`config.mk`:
```
export PLATFORM = sky130hd
export DESIGN_NAME = variable_width_coeff_decoder_top
export DESIGN_NICKNAME = d
export VERILOG_FILES = /design/src/rtl/vwcd_pkg.sv /design/src/rtl/vwcd_div.sv /design/src/rtl/vwcd_dp.sv /design/src/rtl/vwcd_ctrl.sv /design/src/rtl/variable_width_coeff_decoder_top.sv
export SDC_FILE = /design/constraint.sdc
export NUM_CORES = 1
export LEC_CHECK = 0
export BUFFER_PORTS_ARGS = -buffer_cell sky130_fd_sc_hd__buf_4
export CORE_ASPECT_RATIO = 0.6
export CORE_MARGIN = 8
export CORE_UTILIZATION = 55
export CTS_CLUSTER_SIZE = 10
export DETAILED_ROUTE_END_ITERATION = 8
export HOLD_SLACK_MARGIN = 0.1
export MAX_ROUTING_LAYER = met4
export PLACE_DENSITY = 0.76
export SLEW_MARGIN = 20
export SYNTH_ARGS = -nofsm -noshare
export SYNTH_HDL_FRONTEND = slang
export SYNTH_SLANG_ARGS = --single-unit
export TNS_END_PERCENT = 20
```
`constraint.sdc`:
```
create_clock -name clk -period 8.3 [get_ports clk]
set_clock_uncertainty 0.15 [all_clocks]
set_input_delay 1.66 -clock clk [delete_from_list [all_inputs] [get_ports clk]]
set_output_delay 1.66 -clock clk [all_outputs]
set_load 0.02 [all_outputs]
```
`src/rtl/vwcd_pkg.sv`:
```
// vwcd_pkg: shared types, phase codes and zigzag table for the coefficient decoder
// no dependencies
package vwcd_pkg;

    localparam logic [1:0] PH_PREFIX = 2'd0;
    localparam logic [1:0] PH_DCVAL  = 2'd1;
    localparam logic [1:0] PH_AC     = 2'd2;

    localparam logic [1:0] CFG_QLOW    = 2'd0;
    localparam logic [1:0] CFG_QHIGH   = 2'd1;
    localparam logic [1:0] CFG_DIVISOR = 2'd2;

    localparam logic [7:0] DIVISOR_RESET = 8'd4;

    localparam logic [5:0] ZZ_TO_RASTER [64] = '{
        6'd0,  6'd1,  6'd8,  6'd16, 6'd9,  6'd2,  6'd3,  6'd10,
        6'd17, 6'd24, 6'd32, 6'd25, 6'd18, 6'd11, 6'd4,  6'd5,
        6'd12, 6'd19, 6'd26, 6'd33, 6'd40, 6'd48, 6'd41, 6'd34,
        6'd27, 6'd20, 6'd13, 6'd6,  6'd7,  6'd14, 6'd21, 6'd28,
        6'd35, 6'd42, 6'd49, 6'd56, 6'd57, 6'd50, 6'd43, 6'd36,
        6'd29, 6'd22, 6'd15, 6'd23, 6'd30, 6'd37, 6'd44, 6'd51,
        6'd58, 6'd59, 6'd52, 6'd45, 6'd38, 6'd31, 6'd39, 6'd46,
        6'd53, 6'd60, 6'd61, 6'd54, 6'd47, 6'd55, 6'd62, 6'd63};

    typedef struct packed {
        logic signed [15:0] value;
        logic [5:0]         pos;
        logic [1:0]         comp;
        logic [8:0]         blk;
        logic               done;
        logic               sdone;
    } coef_rec_t;

    typedef struct packed {
        logic load;
        logic step;
        logic div_start;
        logic finish;
        logic final_end;
    } dp_cmd_t;

    typedef struct packed {
        logic need_div;
        logic div_done;
        logic pending;
        logic out_free;
    } dp_stat_t;

endpackage

```
`src/rtl/vwcd_div.sv`:
```
// vwcd_div: restoring divider, one quotient bit per cycle
// 9-bit numerator by 8-bit divisor, no package dependencies
module vwcd_div
(
    input  logic       clk,
    input  logic       rst_n,
    input  logic       start,
    input  logic [8:0] num,
    input  logic [7:0] den,
    output logic       done,
    output logic [8:0] quo
);

    logic [7:0] rem_reg, rem_next;
    logic [8:0] quo_reg, quo_next;
    logic [7:0] den_reg;
    logic [3:0] cnt_reg, cnt_next;
    logic       busy_reg, busy_next;
    logic       done_reg, done_next;
    logic [8:0] trial;

    always_comb
    begin
        rem_next  = rem_reg;
        quo_next  = quo_reg;
        cnt_next  = cnt_reg;
        busy_next = busy_reg;
        done_next = 1'b0;
        trial     = {rem_reg, quo_reg[8]};
        if (start)
        begin
            rem_next  = '0;
            quo_next  = num;
            cnt_next  = '0;
            busy_next = 1'b1;
        end
        else if (busy_reg)
        begin
            if (trial >= {1'b0, den_reg})
            begin
                rem_next = 8'(trial - {1'b0, den_reg});
                quo_next = {quo_reg[7:0], 1'b1};
            end
            else
            begin
                rem_next = trial[7:0];
                quo_next = {quo_reg[7:0], 1'b0};
            end
            cnt_next = cnt_reg + 4'd1;
            if (cnt_reg == 4'd8)
            begin
                busy_next = 1'b0;
                done_next = 1'b1;
            end
        end
    end

    always_ff @(posedge clk or negedge rst_n)
    begin
        if (!rst_n)
        begin
            busy_reg <= 1'b0;
            done_reg <= 1'b0;
            cnt_reg  <= '0;
        end
        else
        begin
            busy_reg <= busy_next;
            done_reg <= done_next;
            cnt_reg  <= cnt_next;
        end
    end

    always_ff @(posedge clk)
    begin
        rem_reg <= rem_next;
        quo_reg <= quo_next;
        if (start)
        begin
            den_reg <= den;
        end
    end

    assign done = done_reg;
    assign quo  = quo_reg;

endmodule

```
`src/rtl/vwcd_dp.sv`:
```
// vwcd_dp: decode state, bit parser, dc predictors, config registers and result registers
// depends on vwcd_pkg and vwcd_div
module vwcd_dp
    import vwcd_pkg::*;
#(
    parameter int MACRO_ROWS = 9,
    parameter int MACRO_COLS = 8,
    parameter int DC_WIDTH   = 16
)
(
    input  logic        clk,
    input  logic        rst_n,
    input  dp_cmd_t     cmd,
    output dp_stat_t    stat,
    input  logic [7:0]  data_byte,
    input  logic        cfg_we,
    input  logic [1:0]  cfg_index,
    input  logic [63:0] cfg_data,
    input  logic        out_stall,
    output logic        out_valid,
    output coef_rec_t   out_rec
);

    localparam int TOTAL = MACRO_ROWS * MACRO_COLS * 6;
    localparam int BLK_W = $clog2(TOTAL + 1);

    logic [63:0] qlow_reg, qhigh_reg;
    logic [7:0]  div_reg;
    logic [7:0]  byte_reg;

    logic [1:0]          phase_reg, phase_next;
    logic [2:0]          prefix_reg, prefix_next;
    logic [7:0]          accum_reg, accum_next;
    logic [3:0]          left_reg, left_next;
    logic [3:0]          width_reg, width_next;
    logic [5:0]          zz_reg, zz_next;
    logic [2:0]          bim_reg, bim_next;
    logic [BLK_W-1:0]    blk_reg, blk_next;
    logic [DC_WIDTH-1:0] dcy_reg, dcy_next, dcb_reg, dcb_next, dcr_reg, dcr_next;
    logic                fin_reg, fin_next;

    coef_rec_t hold_reg, outr_reg, em_rec, close_rec;
    logic      hv_reg, ov_reg, em;

    logic                bit_in;
    logic [7:0]          acc_n, fmask, v8;
    logic [3:0]          bl;
    logic                sz_fire, dc_fire, neg;
    logic [3:0]          sz;
    logic signed [9:0]   diff;
    logic [DC_WIDTH-1:0] dc_sel, dc_new;
    logic [31:0]         dc_z;
    logic [1:0]          comp;
    logic [5:0]          rpos;
    logic [3:0]          qi;
    logic [7:0]          qent;
    logic [8:0]          dquo;
    logic                ddone;
    logic [3:0]          wsel;
    logic                out_free;

    assign bit_in = byte_reg[7];
    assign acc_n  = {accum_reg[6:0], bit_in};
    assign fmask  = 8'hFF >> (4'd8 - width_reg);
    assign v8     = acc_n & fmask;
    assign neg    = |(v8 & ~(fmask >> 1));
    assign comp   = (bim_reg < 3'd4) ? 2'd0 : ((bim_reg == 3'd4) ? 2'd1 : 2'd2);
    assign rpos   = ZZ_TO_RASTER[zz_reg];
    assign qi     = {rpos[5:4], rpos[2:1]};
    assign qent   = qi[3] ? qhigh_reg[{qi[2:0], 3'b000} +: 8] : qlow_reg[{qi[2:0], 3'b000} +: 8];
    assign out_free = !ov_reg || !out_stall;

    vwcd_div u_div
    (
        .clk   (clk),
        .rst_n (rst_n),
        .start (cmd.div_start),
        .num   ({1'b0, qent} + {2'b00, div_reg[7:1]}),
        .den   (div_reg),
        .done  (ddone),
        .quo   (dquo)
    );

    always_comb
    begin
        if (div_reg == 8'd0 || dquo > 9'd8)
        begin
            wsel = 4'd8;
        end
        else if (dquo == 9'd0)
        begin
            wsel = 4'd1;
        end
        else
        begin
            wsel = dquo[3:0];
        end
    end

    always_comb
    begin
        phase_next  = phase_reg;
        prefix_next = prefix_reg;
        accum_next  = accum_reg;
        left_next   = left_reg;
        width_next  = width_reg;
        zz_next     = zz_reg;
        bim_next    = bim_reg;
        blk_next    = blk_reg;
        dcy_next    = dcy_reg;
        dcb_next    = dcb_reg;
        dcr_next    = dcr_reg;
        fin_next    = fin_reg;
        em          = 1'b0;
        em_rec      = '0;
        sz_fire     = 1'b0;
        sz          = '0;
        dc_fire     = 1'b0;
        diff        = '0;
        bl          = (left_reg == 4'd0) ? 4'd0 : left_reg - 4'd1;
        dc_sel      = (bim_reg < 3'd4) ? dcy_reg : ((bim_reg == 3'd4) ? dcb_reg : dcr_reg);
        dc_new      = dc_sel;
        dc_z        = '0;

        if (ddone)
        begin
            width_next = wsel;
            left_next  = wsel;
            accum_next = '0;
        end

        if (cmd.step && !fin_reg)
        begin
            unique case (phase_reg)
                PH_PREFIX:
                begin
                    unique case (prefix_reg)
                        3'd0: prefix_next = bit_in ? 3'd2 : 3'd1;
                        3'd1:
                        begin
                            sz_fire = 1'b1;
                            sz      = bit_in ? 4'd2 : 4'd1;
                        end
                        3'd2: prefix_next = bit_in ? 3'd4 : 3'd3;
                        3'd3:
                        begin
                            sz_fire = 1'b1;
                            sz      = bit_in ? 4'd3 : 4'd0;
                        end
                        3'd4, 3'd5, 3'd6:
                        begin
                            if (bit_in)
                            begin
                                prefix_next = prefix_reg + 3'd1;
                            end
                            else
                            begin
                                sz_fire = 1'b1;
                                sz      = {1'b0, prefix_reg};
                            end
                        end
                        default:
                        begin
                            sz_fire = 1'b1;
                            sz      = bit_in ? 4'd8 : 4'd7;
                        end
                    endcase
                    if (sz_fire)
                    begin
                        prefix_next = '0;
                        if (sz == 4'd0)
                        begin
                            dc_fire = 1'b1;
                        end
                        else
                        begin
                            phase_next = PH_DCVAL;
                            left_next  = sz;
                            width_next = sz;
                            accum_next = '0;
                        end
                    end
                end
                PH_DCVAL:
                begin
                    accum_next = acc_n;
                    left_next  = bl;
                    if (bl == 4'd0)
                    begin
                        dc_fire = 1'b1;
                        if (!neg)
                        begin
                            diff = $signed({2'b00, v8}) - $signed(10'(10'd1 << width_reg)) + 10'sd1;
                        end
                        else
                        begin
                            diff = $signed({2'b00, v8});
                        end
                    end
                end
                PH_AC:
                begin
                    accum_next = acc_n;
                    left_next  = bl;
                    if (bl == 4'd0)
                    begin
                        em           = 1'b1;
                        em_rec.value = {{8{neg}}, v8 | (neg ? ~fmask : 8'h00)};
                        em_rec.pos   = rpos;
                        em_rec.comp  = comp;
                        em_rec.blk   = 9'(blk_reg);
                        em_rec.done  = (zz_reg == 6'd63);
                        accum_next   = '0;
                        if (zz_reg != 6'd63)
                        begin
                            zz_next = zz_reg + 6'd1;
                        end
                        else
                        begin
                            zz_next    = '0;
                            phase_next = PH_PREFIX;
                            bim_next   = (bim_reg >= 3'd5) ? 3'd0 : bim_reg + 3'd1;
                            blk_next   = blk_reg + BLK_W'(1);
                            if (blk_reg == BLK_W'(TOTAL - 1))
                            begin
                                fin_next     = 1'b1;
                                em_rec.sdone = 1'b1;
                            end
                        end
                    end
                end
                default:
                begin
                end
            endcase
        end

        if (dc_fire)
        begin
            dc_new = dc_sel + DC_WIDTH'(diff);
            dc_z   = 32'(dc_new);
            if (bim_reg < 3'd4)
            begin
                dcy_next = dc_new;
            end
            else if (bim_reg == 3'd4)
            begin
                dcb_next = dc_new;
            end
            else
            begin
                dcr_next = dc_new;
            end
            em           = 1'b1;
            em_rec.value = dc_z[15:0];
            em_rec.pos   = '0;
            em_rec.comp  = comp;
            em_rec.blk   = 9'(blk_reg);
            phase_next   = PH_AC;
            zz_next      = 6'd1;
            left_next    = '0;
            accum_next   = '0;
        end
    end

    always_comb
    begin
        close_rec       = hold_reg;
        close_rec.sdone = hold_reg.sdone | cmd.final_end;
    end

    always_ff @(posedge clk or negedge rst_n)
    begin
        if (!rst_n)
        begin
            qlow_reg   <= '0;
            qhigh_reg  <= '0;
            div_reg    <= DIVISOR_RESET;
            phase_reg  <= PH_PREFIX;
            prefix_reg <= '0;
            accum_reg  <= '0;
            left_reg   <= '0;
            width_reg  <= '0;
            zz_reg     <= '0;
            bim_reg    <= '0;
            blk_reg    <= '0;
            dcy_reg    <= '0;
            dcb_reg    <= '0;
            dcr_reg    <= '0;
            fin_reg    <= 1'b0;
            hv_reg     <= 1'b0;
            ov_reg     <= 1'b0;
        end
        else
        begin
            if (cfg_we)
            begin
                unique case (cfg_index)
                    CFG_QLOW:    qlow_reg  <= cfg_data;
                    CFG_QHIGH:   qhigh_reg <= cfg_data;
                    CFG_DIVISOR: div_reg   <= cfg_data[7:0];
                    default:
                    begin
                    end
                endcase
            end
            if (cmd.finish && cmd.final_end)
            begin
                phase_reg  <= PH_PREFIX;
                prefix_reg <= '0;
                accum_reg  <= '0;
                left_reg   <= '0;
                width_reg  <= '0;
                zz_reg     <= '0;
                bim_reg    <= '0;
                blk_reg    <= '0;
                dcy_reg    <= '0;
                dcb_reg    <= '0;
                dcr_reg    <= '0;
                fin_reg    <= 1'b0;
            end
            else
            begin
                phase_reg  <= phase_next;
                prefix_reg <= prefix_next;
                accum_reg  <= accum_next;
                left_reg   <= left_next;
                width_reg  <= width_next;
                zz_reg     <= zz_next;
                bim_reg    <= bim_next;
                blk_reg    <= blk_next;
                dcy_reg    <= dcy_next;
                dcb_reg    <= dcb_next;
                dcr_reg    <= dcr_next;
                fin_reg    <= fin_next;
            end
            if (em)
            begin
                hv_reg <= 1'b1;
            end
            else if (cmd.finish && hv_reg)
            begin
                hv_reg <= 1'b0;
            end
            if ((em || cmd.finish) && hv_reg)
            begin
                ov_reg <= 1'b1;
            end
            else if (!out_stall)
            begin
                ov_reg <= 1'b0;
            end
        end
    end

    always_ff @(posedge clk)
    begin
        if (cmd.load)
        begin
            byte_reg <= data_byte;
        end
        else if (cmd.step)
        begin
            byte_reg <= {byte_reg[6:0], 1'b0};
        end
        if (em)
        begin
            hold_reg <= em_rec;
            if (hv_reg)
            begin
                outr_reg <= hold_reg;
            end
        end
        else if (cmd.finish && hv_reg)
        begin
            outr_reg <= close_rec;
        end
    end

    always_comb
    begin
        stat.need_div = (phase_reg == PH_AC) && (left_reg == 4'd0) && !fin_reg;
        stat.div_done = ddone;
        stat.pending  = !fin_reg && ((phase_reg == PH_PREFIX) ? (prefix_reg != 3'd0) :
                        ((phase_reg == PH_DCVAL) ? 1'b1 : (left_reg != 4'd0)));
        stat.out_free = out_free;
    end

    assign out_valid = ov_reg;
    assign out_rec   = outr_reg;

endmodule

```
`src/rtl/vwcd_ctrl.sv`:
```
// vwcd_ctrl: sequencer for one byte: load, eight bit steps, width divides, flush, close
// depends on vwcd_pkg
module vwcd_ctrl
    import vwcd_pkg::*;
(
    input  logic     clk,
    input  logic     rst_n,
    input  logic     in_valid,
    output logic     in_stall,
    input  logic     final_byte,
    output dp_cmd_t  cmd,
    input  dp_stat_t stat
);

    localparam logic [2:0] ST_IDLE  = 3'd0;
    localparam logic [2:0] ST_BITS  = 3'd1;
    localparam logic [2:0] ST_DIV   = 3'd2;
    localparam logic [2:0] ST_FLUSH = 3'd3;
    localparam logic [2:0] ST_END   = 3'd4;

    logic [2:0] state_reg, state_next;
    logic [2:0] cnt_reg, cnt_next;
    logic       final_reg, final_next;

    assign in_stall = (state_reg != ST_IDLE);

    always_comb
    begin
        state_next = state_reg;
        cnt_next   = cnt_reg;
        final_next = final_reg;
        cmd        = '0;
        cmd.final_end = final_reg;
        unique case (state_reg)
            ST_IDLE:
            begin
                if (in_valid)
                begin
                    cmd.load   = 1'b1;
                    cnt_next   = '0;
                    final_next = final_byte;
                    state_next = ST_BITS;
                end
            end
            ST_BITS:
            begin
                if (stat.need_div)
                begin
                    cmd.div_start = 1'b1;
                    state_next    = ST_DIV;
                end
                else if (stat.out_free)
                begin
                    cmd.step = 1'b1;
                    cnt_next = cnt_reg + 3'd1;
                    if (cnt_reg == 3'd7)
                    begin
                        state_next = final_reg ? ST_FLUSH : ST_END;
                    end
                end
            end
            ST_DIV:
            begin
                if (stat.div_done)
                begin
                    state_next = ST_BITS;
                end
            end
            ST_FLUSH:
            begin
                if (!stat.pending)
                begin
                    state_next = ST_END;
                end
                else if (stat.out_free)
                begin
                    cmd.step = 1'b1;
                end
            end
            ST_END:
            begin
                if (stat.out_free)
                begin
                    cmd.finish = 1'b1;
                    state_next = ST_IDLE;
                end
            end
            default:
            begin
                state_next = ST_IDLE;
            end
        endcase
    end

    always_ff @(posedge clk or negedge rst_n)
    begin
        if (!rst_n)
        begin
            state_reg <= ST_IDLE;
            cnt_reg   <= '0;
            final_reg <= 1'b0;
        end
        else
        begin
            state_reg <= state_next;
            cnt_reg   <= cnt_next;
            final_reg <= final_next;
        end
    end

    a_step_room: assert property (@(posedge clk) disable iff (!rst_n)
        cmd.step |-> stat.out_free)
        else $error("bit step issued with result path blocked");

    a_finish_room: assert property (@(posedge clk) disable iff (!rst_n)
        cmd.finish |-> stat.out_free)
        else $error("byte close issued with result path blocked");

    a_div_owner: assert property (@(posedge clk) disable iff (!rst_n)
        stat.div_done |-> state_reg == ST_DIV)
        else $error("divider finished outside divide wait");

endmodule

```
`src/rtl/variable_width_coeff_decoder_top.sv`:
```
// variable_width_coeff_decoder_top: dct coefficient bitstream decoder, top level
// depends on vwcd_pkg, vwcd_ctrl, vwcd_dp (and vwcd_div inside it)
//
//  channel   direction  handshake                  payload
//  input     in         in_valid / in_stall        data_byte, final_byte
//  output    out        out_valid / out_stall      coeff_value .. stream_done
//  config    in         cfg_valid / cfg_ready      cfg_index, cfg_data
//
// one byte takes a load, a step for each of its bits and a close, plus a serial width
// divide per ac field started, plus flush steps on a final byte
// a full, stalled output register holds the bit parser and the byte close
// reset clears decode state and dc predictors; quant table to 0, divisor to 4
module variable_width_coeff_decoder_top
    import vwcd_pkg::*;
#(
    parameter int MACRO_ROWS = 9,
    parameter int MACRO_COLS = 8,
    parameter int DC_WIDTH   = 16
)
(
    input  logic               clk,
    input  logic               rst_n,
    input  logic               in_valid,
    output logic               in_stall,
    input  logic [7:0]         data_byte,
    input  logic               final_byte,
    output logic               out_valid,
    input  logic               out_stall,
    output logic signed [15:0] coeff_value,
    output logic [5:0]         raster_position,
    output logic [1:0]         component,
    output logic [8:0]         block_number,
    output logic               block_done,
    output logic               stream_done,
    input  logic               cfg_valid,
    output logic               cfg_ready,
    input  logic [1:0]         cfg_index,
    input  logic [63:0]        cfg_data
);

    dp_cmd_t   cmd;
    dp_stat_t  stat;
    coef_rec_t rec;

    assign cfg_ready = 1'b1;

    vwcd_ctrl u_ctrl
    (
        .clk        (clk),
        .rst_n      (rst_n),
        .in_valid   (in_valid),
        .in_stall   (in_stall),
        .final_byte (final_byte),
        .cmd        (cmd),
        .stat       (stat)
    );

    vwcd_dp #(
        .MACRO_ROWS (MACRO_ROWS),
        .MACRO_COLS (MACRO_COLS),
        .DC_WIDTH   (DC_WIDTH)
    ) u_dp
    (
        .clk       (clk),
        .rst_n     (rst_n),
        .cmd       (cmd),
        .stat      (stat),
        .data_byte (data_byte),
        .cfg_we    (cfg_valid && cfg_ready),
        .cfg_index (cfg_index),
        .cfg_data  (cfg_data),
        .out_stall (out_stall),
        .out_valid (out_valid),
        .out_rec   (rec)
    );

    assign coeff_value     = rec.value;
    assign raster_position = rec.pos;
    assign component       = rec.comp;
    assign block_number    = rec.blk;
    assign block_done      = rec.done;
    assign stream_done     = rec.sdone;

endmodule
```
==> results.ini, run 1 <==
[drt]
routedWlPerCell_um = 20.2
vias = 13190
ant_nets = 0
drc_errors = 0
routed_wl_um = 44200
viasPerCell = 6.04
drt_first_iter_violations = 1243
first_pass_iters = 5

[setup_path]
critPathKind = register to register
arrival_ns = 6.68
reg2reg_to = u_dp.close_rec[33]
cp_max_fo = 19
critPathSlowestCell = a2111oi_1
path_cells = inv_1 -> ha_1 -> xnor2_1 -> mux2_1 -> a211o_1 -> a21oi_2 -> nand2_1 -> mux2i_1 -> nor2_1 -> fa_1 -> a21o_1 -> a21oi_1 -> o21bai_1 -> a2111oi_1 -> o31ai_1 -> a211oi_4 -> a2bb2oi_4 -> xor2_2 -> nand2_1 -> nand2_1
slowest_delay_ns = 0.87
required_ns = 8.42
reg2reg_from = u_dp.width_reg[0]
cpMostUsedCell = nand2_1
critPathCaptureType = register
r2r_slack_ns = 1.74
cp-start-kind = register
reg2regPathDepth = 20

[worst_hold_path]
min-delay-start = u_dp.close_rec[26]
holdCritPathClass = register to register
min_to = u_dp.out_rec[26]
whs_path_depth = 0

[synthesis]
netlist_instances = 1639
ys_seq_elements = 341
synth_fp_nets = 1805
yosys_warnings = 0
ys_seq_area_share_pct = 49.3
async_flop_share_pct = 69.8
synth_edf_count = 95
syn-cell-area_mm2 = 0.0182
yosys_most_used_dff = dfrtp_1
synth_cell_types = 84
avgSynthCellArea_um2 = 11.1

[cts]
cts.clk_slew.worst_paths_ns = 0.06
tritoncts = done
cts_buffers = 40
cts-root-buf = clkbuf_16
holdBufCountCts = 0
clock_sinks = 341
worstSkewPairLatency_ns = 0.54
postCtsSetupBuffers = 0
htreeDepth = 2
ctsResizeCount = 0
clockBufferDepth = 3

[cells_and_area]
drive_above_1_share_pct = 22.2
final.fill_count = 2469
final_util_pct = 63.5
area.growth.synth_to_final_pct = 13.4
design_area_mm2 = 0.0206
nets = 1901
final_common_cell = dfrtp_1
antennaDiodeCount = 0
final_cell_mix = dfrtp_1 (237), nand2_1 (160), mux2_2 (147)

[power]
p_clk_share_pct = 27.7
switching_share_pct = 34.7
p_leak_nw = 8.78
pwr-share-comb_pct = 33.0
vdd.ir_drop.worst_uv = 162
seqPwrFrac_pct = 39.3
p_sw_w = 0.00202
pwr_density_cell_mw_per_mm2 = 282
intPower_w = 0.00380
power_w = 0.00581

[timing]
slew_headroom_pct = 37.4
fmax_mhz = 152
report.final.slew_viol_count = 0
finalCritPeriodShare_pct = 79.0
tns_ns = 0
fin_crit_ns = 6.56
finalSetupViolCount = 0
hold_violations = 0
rsz0062_at_grt = no
worst_hold_slack_ns = 0.254
worst_pin_slew_ns = 0.938

[placement]
dpl-instance-area_mm2 = 0.0195
gp_congestion = 0.926
port_buffers = 116
post-dp-hpwl_um = 30400

[grt]
grtUsageTotal_pct = 22.9
grt_max_degree = 88
grt_pass1_vias = 12987
grt_pass1_wl_um = 71200
antenna_found_initial = 1
grt-ovfl-total = 0

[floorplan]
die_area_mm2 = 0.0394
die_w_um = 251
coreArea_mm2 = 0.0325
initial_core_util_pct = 56.0
placementRows = 51
die_h_um = 157
ios = 118

[outcome]
status = finished, final reports clean

[job]
maxCapViolations = 0

## kinds of logic (layout without fill, tap and decap cells)
group                      count (synthesis)  count (layout)  share of synthesized area [%]
muxes                                    224             224                           15.7
xor gates and xnor gates                  44              44                           2.16
adders and majority gates                 86              86                           6.08
DFF                                      341             341                           49.3
other                                      1               1                         0.0206
and+or+nand+nor                          467             467                           11.9
AOI/OAI and AO/OA                        346             346                           11.9
buffers and inverters                    130             251                           2.87
## metrics by stage
| stage | setup WS [ns] | std cells |
|---|---|---|
| after floorplan | 1.98 | 1639 |
| after global placement | 1.92 | 2117 |
| after detailed placement | 1.73 | 2117 |
| after CTS | 1.68 | 2184 |
| after global routing | 1.40 | 2184 |
| final | 1.74 | 2184 |
## routing by layer
metal	vias up	global-route usage [%]	wire length [um]
met5	-	-	0
met4	0	3.65	519
met3	43	4.82	3250
met2	440	33.3	19600
met1	6587	33.6	20800
li1	6120	-	-
## final cells by class
class / count / area (um2) / share of cell area, %
clock inverters: 2 / 25.0 / 0.121
inverters: 48 / 183 / 0.885
repair buffers: 136 / 1030 / 5.00
well taps: 424 / 531 / 2.57
clock buffers: 65 / 1150 / 5.56
flip-flops and latches: 341 / 8970 / 43.5
multi-input cells: 1168 / 8740 / 42.4
## cell usage after synthesis (all sizes together), types with 7 or more instances
| master | number | area, um2 |
|---|---|---|
| and3 | 14 | 92.6 |
| inv | 47 | 179 |
| mux4 | 35 | 788 |
| buf | 23 | 118 |
| a211oi | 24 | 193 |
| a21oi | 124 | 628 |
| o21a | 8 | 60.1 |
| o211ai | 8 | 65.1 |
| nand3 | 28 | 140 |
| o31ai | 11 | 87.6 |
| o21ai | 86 | 430 |
| clkbuf | 59 | 221 |
| nand4 | 8 | 50.1 |
| xnor2 | 23 | 201 |
| nand2 | 160 | 601 |
| nand3b | 7 | 52.6 |
| ha | 82 | 1030 |
| a22oi | 10 | 75.1 |
| or3 | 12 | 80.1 |
| a31oi | 10 | 62.6 |
| nor3 | 21 | 115 |
| mux2i | 41 | 410 |
| xor2 | 21 | 191 |
| dfrtp | 237 | 5930 |
| mux2 | 148 | 1670 |
| nor2b | 21 | 131 |
| and2 | 17 | 106 |
| dfxtp | 8 | 160 |
| nand2b | 16 | 100 |
| nor2 | 143 | 539 |
| edfxtp | 95 | 2850 |
| a21o | 22 | 165 |
## critical path, delay by kind of cell, from the launching register on
family	cells	cell delay [ns]
xor gates and xnor gates	2	0.49
buffers and inverters	1	0.11
adders and majority gates	2	0.71
DFF	1	0.44
and+or+nand+nor	4	0.79
muxes	2	0.77
AOI/OAI and AO/OA	9	2.82
## worst max-delay path by stage
stage / start / end / slack [ns]
2_1_floorplan: out_stall / u_dp.out_rec[0] / 1.98
3_3_place_gp: u_dp.width_reg[0] / u_dp.close_rec[33] / 1.92
3_5_place_dp: u_dp.width_reg[0] / u_dp.close_rec[33] / 1.73
4_1_cts: u_dp.width_reg[0] / u_dp.close_rec[33] / 1.68
5_1_grt: u_dp.width_reg[1] / u_dp.close_rec[33] / 1.40
6_report: u_dp.width_reg[0] / u_dp.close_rec[33] / 1.74
## power by group through the flow
stage          registers [W]  clock network (W)  logic [W]
2_1_floorplan        0.00222                  0    0.00142
3_3_place_gp         0.00229                  0    0.00183
3_5_place_dp         0.00231                  0    0.00188
4_1_cts              0.00228            0.00164    0.00190
5_1_grt              0.00232            0.00171    0.00212
6_report             0.00229            0.00161    0.00192
(Power assumes the default switching activity.)
==> run 2, diff against run 1 <==
- PLACE_DENSITY: 0.76 -> 0.79
- clock period: 8.3 -> 5.85 ns (I/O delays scaled with it)
==> results.ini, run 2 (same netlist as run 1, synthesis figures left out) <==
[drt]
routed_wl_um = 44600  ; was 44,200 um
drc_errors = 0  ; unchanged
vias = 13364  ; was 13,190
drt_first_iter_violations = 1449  ; was 1,243
first_pass_iters = 6  ; was 5
viasPerCell = 6.03  ; was 6.04
routedWlPerCell_um = 20.1  ; was 20.2 um
ant_nets = 0  ; unchanged

[placement]
gp_congestion = 0.953  ; was 0.926
place_inst = 2139  ; was 2,117
place_ws_ns = -0.330  ; was 1.73 ns
port_buffers = 116  ; unchanged
post-dp-hpwl_um = 30900  ; was 30,400 um

[cells_and_area]
drive_above_1_share_pct = 24.1  ; was 22.2%
stdcell_count = 2217  ; was 2,184
nets = 1932  ; was 1,901
antennaDiodeCount = 0  ; unchanged
area.growth.synth_to_final_pct = 15.1  ; was 13.4%
final_common_cell = dfrtp_1  ; unchanged
final_util_pct = 64.5  ; was 63.5%
final_cell_mix = dfrtp_1 (235), buf_4 (162), nand2_1 (160)  ; was dfrtp_1 (237), nand2_1 (160), mux2_2 (147)

[setup_path]
critPathSlowestCell = fa_1  ; was a2111oi_1
slowest_delay_ns = 0.49  ; was 0.87 ns
arrival_ns = 5.82  ; was 6.68 ns
required_ns = 5.97  ; was 8.42 ns
reg2reg_from = u_dp.width_reg[0]  ; unchanged
r2r_slack_ns = 0.15  ; was 1.74 ns
cp.buffers_inverters = 5  ; was 1
reg2reg_to = u_dp.close_rec[33]  ; unchanged
critPathKind = register to register  ; unchanged
cp_top_family = compound AO/OA/AOI/OAI gates  ; unchanged
cp_max_fo = 7  ; was 19
reg2regPathDepth = 25  ; was 20
critPathCaptureType = register  ; unchanged
cp-start-kind = register  ; unchanged

[grt]
grt_max_degree = 127  ; was 88
grtUsageTotal_pct = 22.9  ; about the same
grt_pass1_vias = 13019  ; was 12,987
grt-ovfl-total = 0  ; unchanged
grt_pass1_wl_um = 71100  ; was 71,200 um
antenna_found_initial = 0  ; was 1

[cts]
tritoncts = done  ; unchanged
clockBufferDepth = 3  ; unchanged
holdBufCountCts = 0  ; unchanged
cts.clk_slew.worst_paths_ns = 0.06  ; about the same
cts-root-buf = clkbuf_16  ; unchanged
worstSkewPairLatency_ns = 0.54  ; about the same
cts_buffers = 40  ; unchanged
clock_sinks = 341  ; unchanged
htreeDepth = 2  ; unchanged

[power]
vdd.ir_drop.worst_uv = 213  ; was 162 uV
pwr_density_cell_mw_per_mm2 = 400  ; was 282 mW/mm2
pwr-share-comb_pct = 34.9  ; was 33.0%
seqPwrFrac_pct = 38.5  ; was 39.3%
switching_share_pct = 34.9  ; was 34.7%
p_sw_w = 0.00292  ; was 0.00202 W
p_clk_share_pct = 26.7  ; was 27.7%
p_leak_nw = 8.95  ; was 8.78 nW
intPower_w = 0.00546  ; was 0.00380 W
power_w = 0.00838  ; was 0.00581 W

[floorplan]
die_h_um = 157  ; unchanged
die_w_um = 251  ; unchanged
coreArea_mm2 = 0.0325  ; unchanged
initial_core_util_pct = 56.0  ; unchanged
ios = 118  ; unchanged
placementRows = 51  ; unchanged
die_area_mm2 = 0.0394  ; unchanged

[timing]
hold_violations = 0  ; unchanged
worst_slack_ns = 0.154  ; was 1.74 ns
report.final.slew_viol_count = 0  ; unchanged
finalCritPeriodShare_pct = 97.4  ; was 79.0%
worst_hold_slack_ns = 0.265  ; was 0.254 ns
fin_crit_ns = 5.70  ; was 6.56 ns
fmax_mhz = 176  ; was 152 MHz
rsz0062_at_grt = yes  ; was no
finalSetupViolCount = 0  ; unchanged
worst_pin_slew_ns = 1.10  ; was 0.938 ns
slew_headroom_pct = 26.5  ; was 37.4%

[worst_hold_path]
min-delay-start = u_dp.close_rec[8]  ; was u_dp.close_rec[26]
whs_path_depth = 0  ; unchanged
holdCritPathClass = register to register  ; unchanged
min_to = u_dp.out_rec[8]  ; was u_dp.out_rec[26]

[outcome]
status = finished, final reports clean  ; unchanged

[job]
maxCapViolations = 0  ; unchanged

[run 2: cell count changes in the layout (fill, tap and decap cells not counted), moves of 3 or more]
cell / previous run / this run
buf_4: 134 / 162
buf_12: 0 / 4
clkbuf_1: 22 / 26
nor3_1: 19 / 16
[run 2: what timing repair did]
| action | 4_1_cts | 5_1_grt |
|---|---|---|
| pin swaps | 0 | 6 |
| gates resized for setup | 4 | 14 |
| gates cloned | 0 | 0 |
| endpoints found under the setup margin | 12 | 29 |
| setup buffers | 0 | 9 |
[run 2: area by class of cell]
| class | instances | area (um2) |
|---|---|---|
| multi-input combinational | 1168 | 8810 |
| sequential | 341 | 8970 |
| clock buffer | 66 | 1100 |
| tap | 424 | 531 |
| fill | 2419 | 11500 |
| clock inverter | 3 | 33.8 |
| inverter | 48 | 183 |
| timing repair buffer | 167 | 1310 |
[run 2: worst max-delay path by stage]
stage	from	endpoint	slack (ns)	cells past startpoint
after global placement	u_dp.width_reg[0]	u_dp.close_rec[33]	-0.06	27
final	u_dp.width_reg[0]	u_dp.close_rec[33]	0.15	25
after CTS	u_dp.width_reg[2]	u_dp.close_rec[33]	0.04	24
after floorplan	out_stall	u_dp.out_rec[0]	0.02	8
after detailed placement	u_dp.width_reg[0]	u_dp.close_rec[33]	-0.33	26
after global routing	u_dp.width_reg[0]	u_dp.close_rec[34]	-0.03	27
[run 2: per-layer routing]
metal | up-vias | wire (um) | GRT usage (%)
met4 | 0 | 817 | 5.08
li1 | 6188 | - | -
met2 | 467 | 19400 | 32.9
met5 | - | 0 | -
met3 | 81 | 3610 | 5.52
met1 | 6628 | 20700 | 32.8
[run 2: worst register-to-register path, delay by kind of cell (launching register included)]
kind                     cells  cell delay (ns)
adder cells (fa/ha/maj)      4             1.29
AND/OR/NAND/NOR              6             0.77
XOR/XNOR                     2             0.31
buffers and inverters        5             0.50
flip-flops                   1             0.44
AO/OA/AOI/OAI                8             1.97
[run 2: power by group through the flow]
stage	clock, W	sequential, W	combinational [W]
final	0.00224	0.00322	0.00292
after global routing	0.00238	0.00327	0.00322
after CTS	0.00227	0.00322	0.00279
after detailed placement	0	0.00325	0.00275
after global placement	0	0.00322	0.00268
after floorplan	0	0.00315	0.00202
[run 2: stage by stage]
step | TNS (ns) | cell area (um2)
2_1_floorplan | 0 | 18200
3_3_place_gp | -0.0632 | 19700
3_5_place_dp | -1.69 | 19700
4_1_cts | 0 | 20800
5_1_grt | -0.0368 | 20900
6_report | 0 | 20900
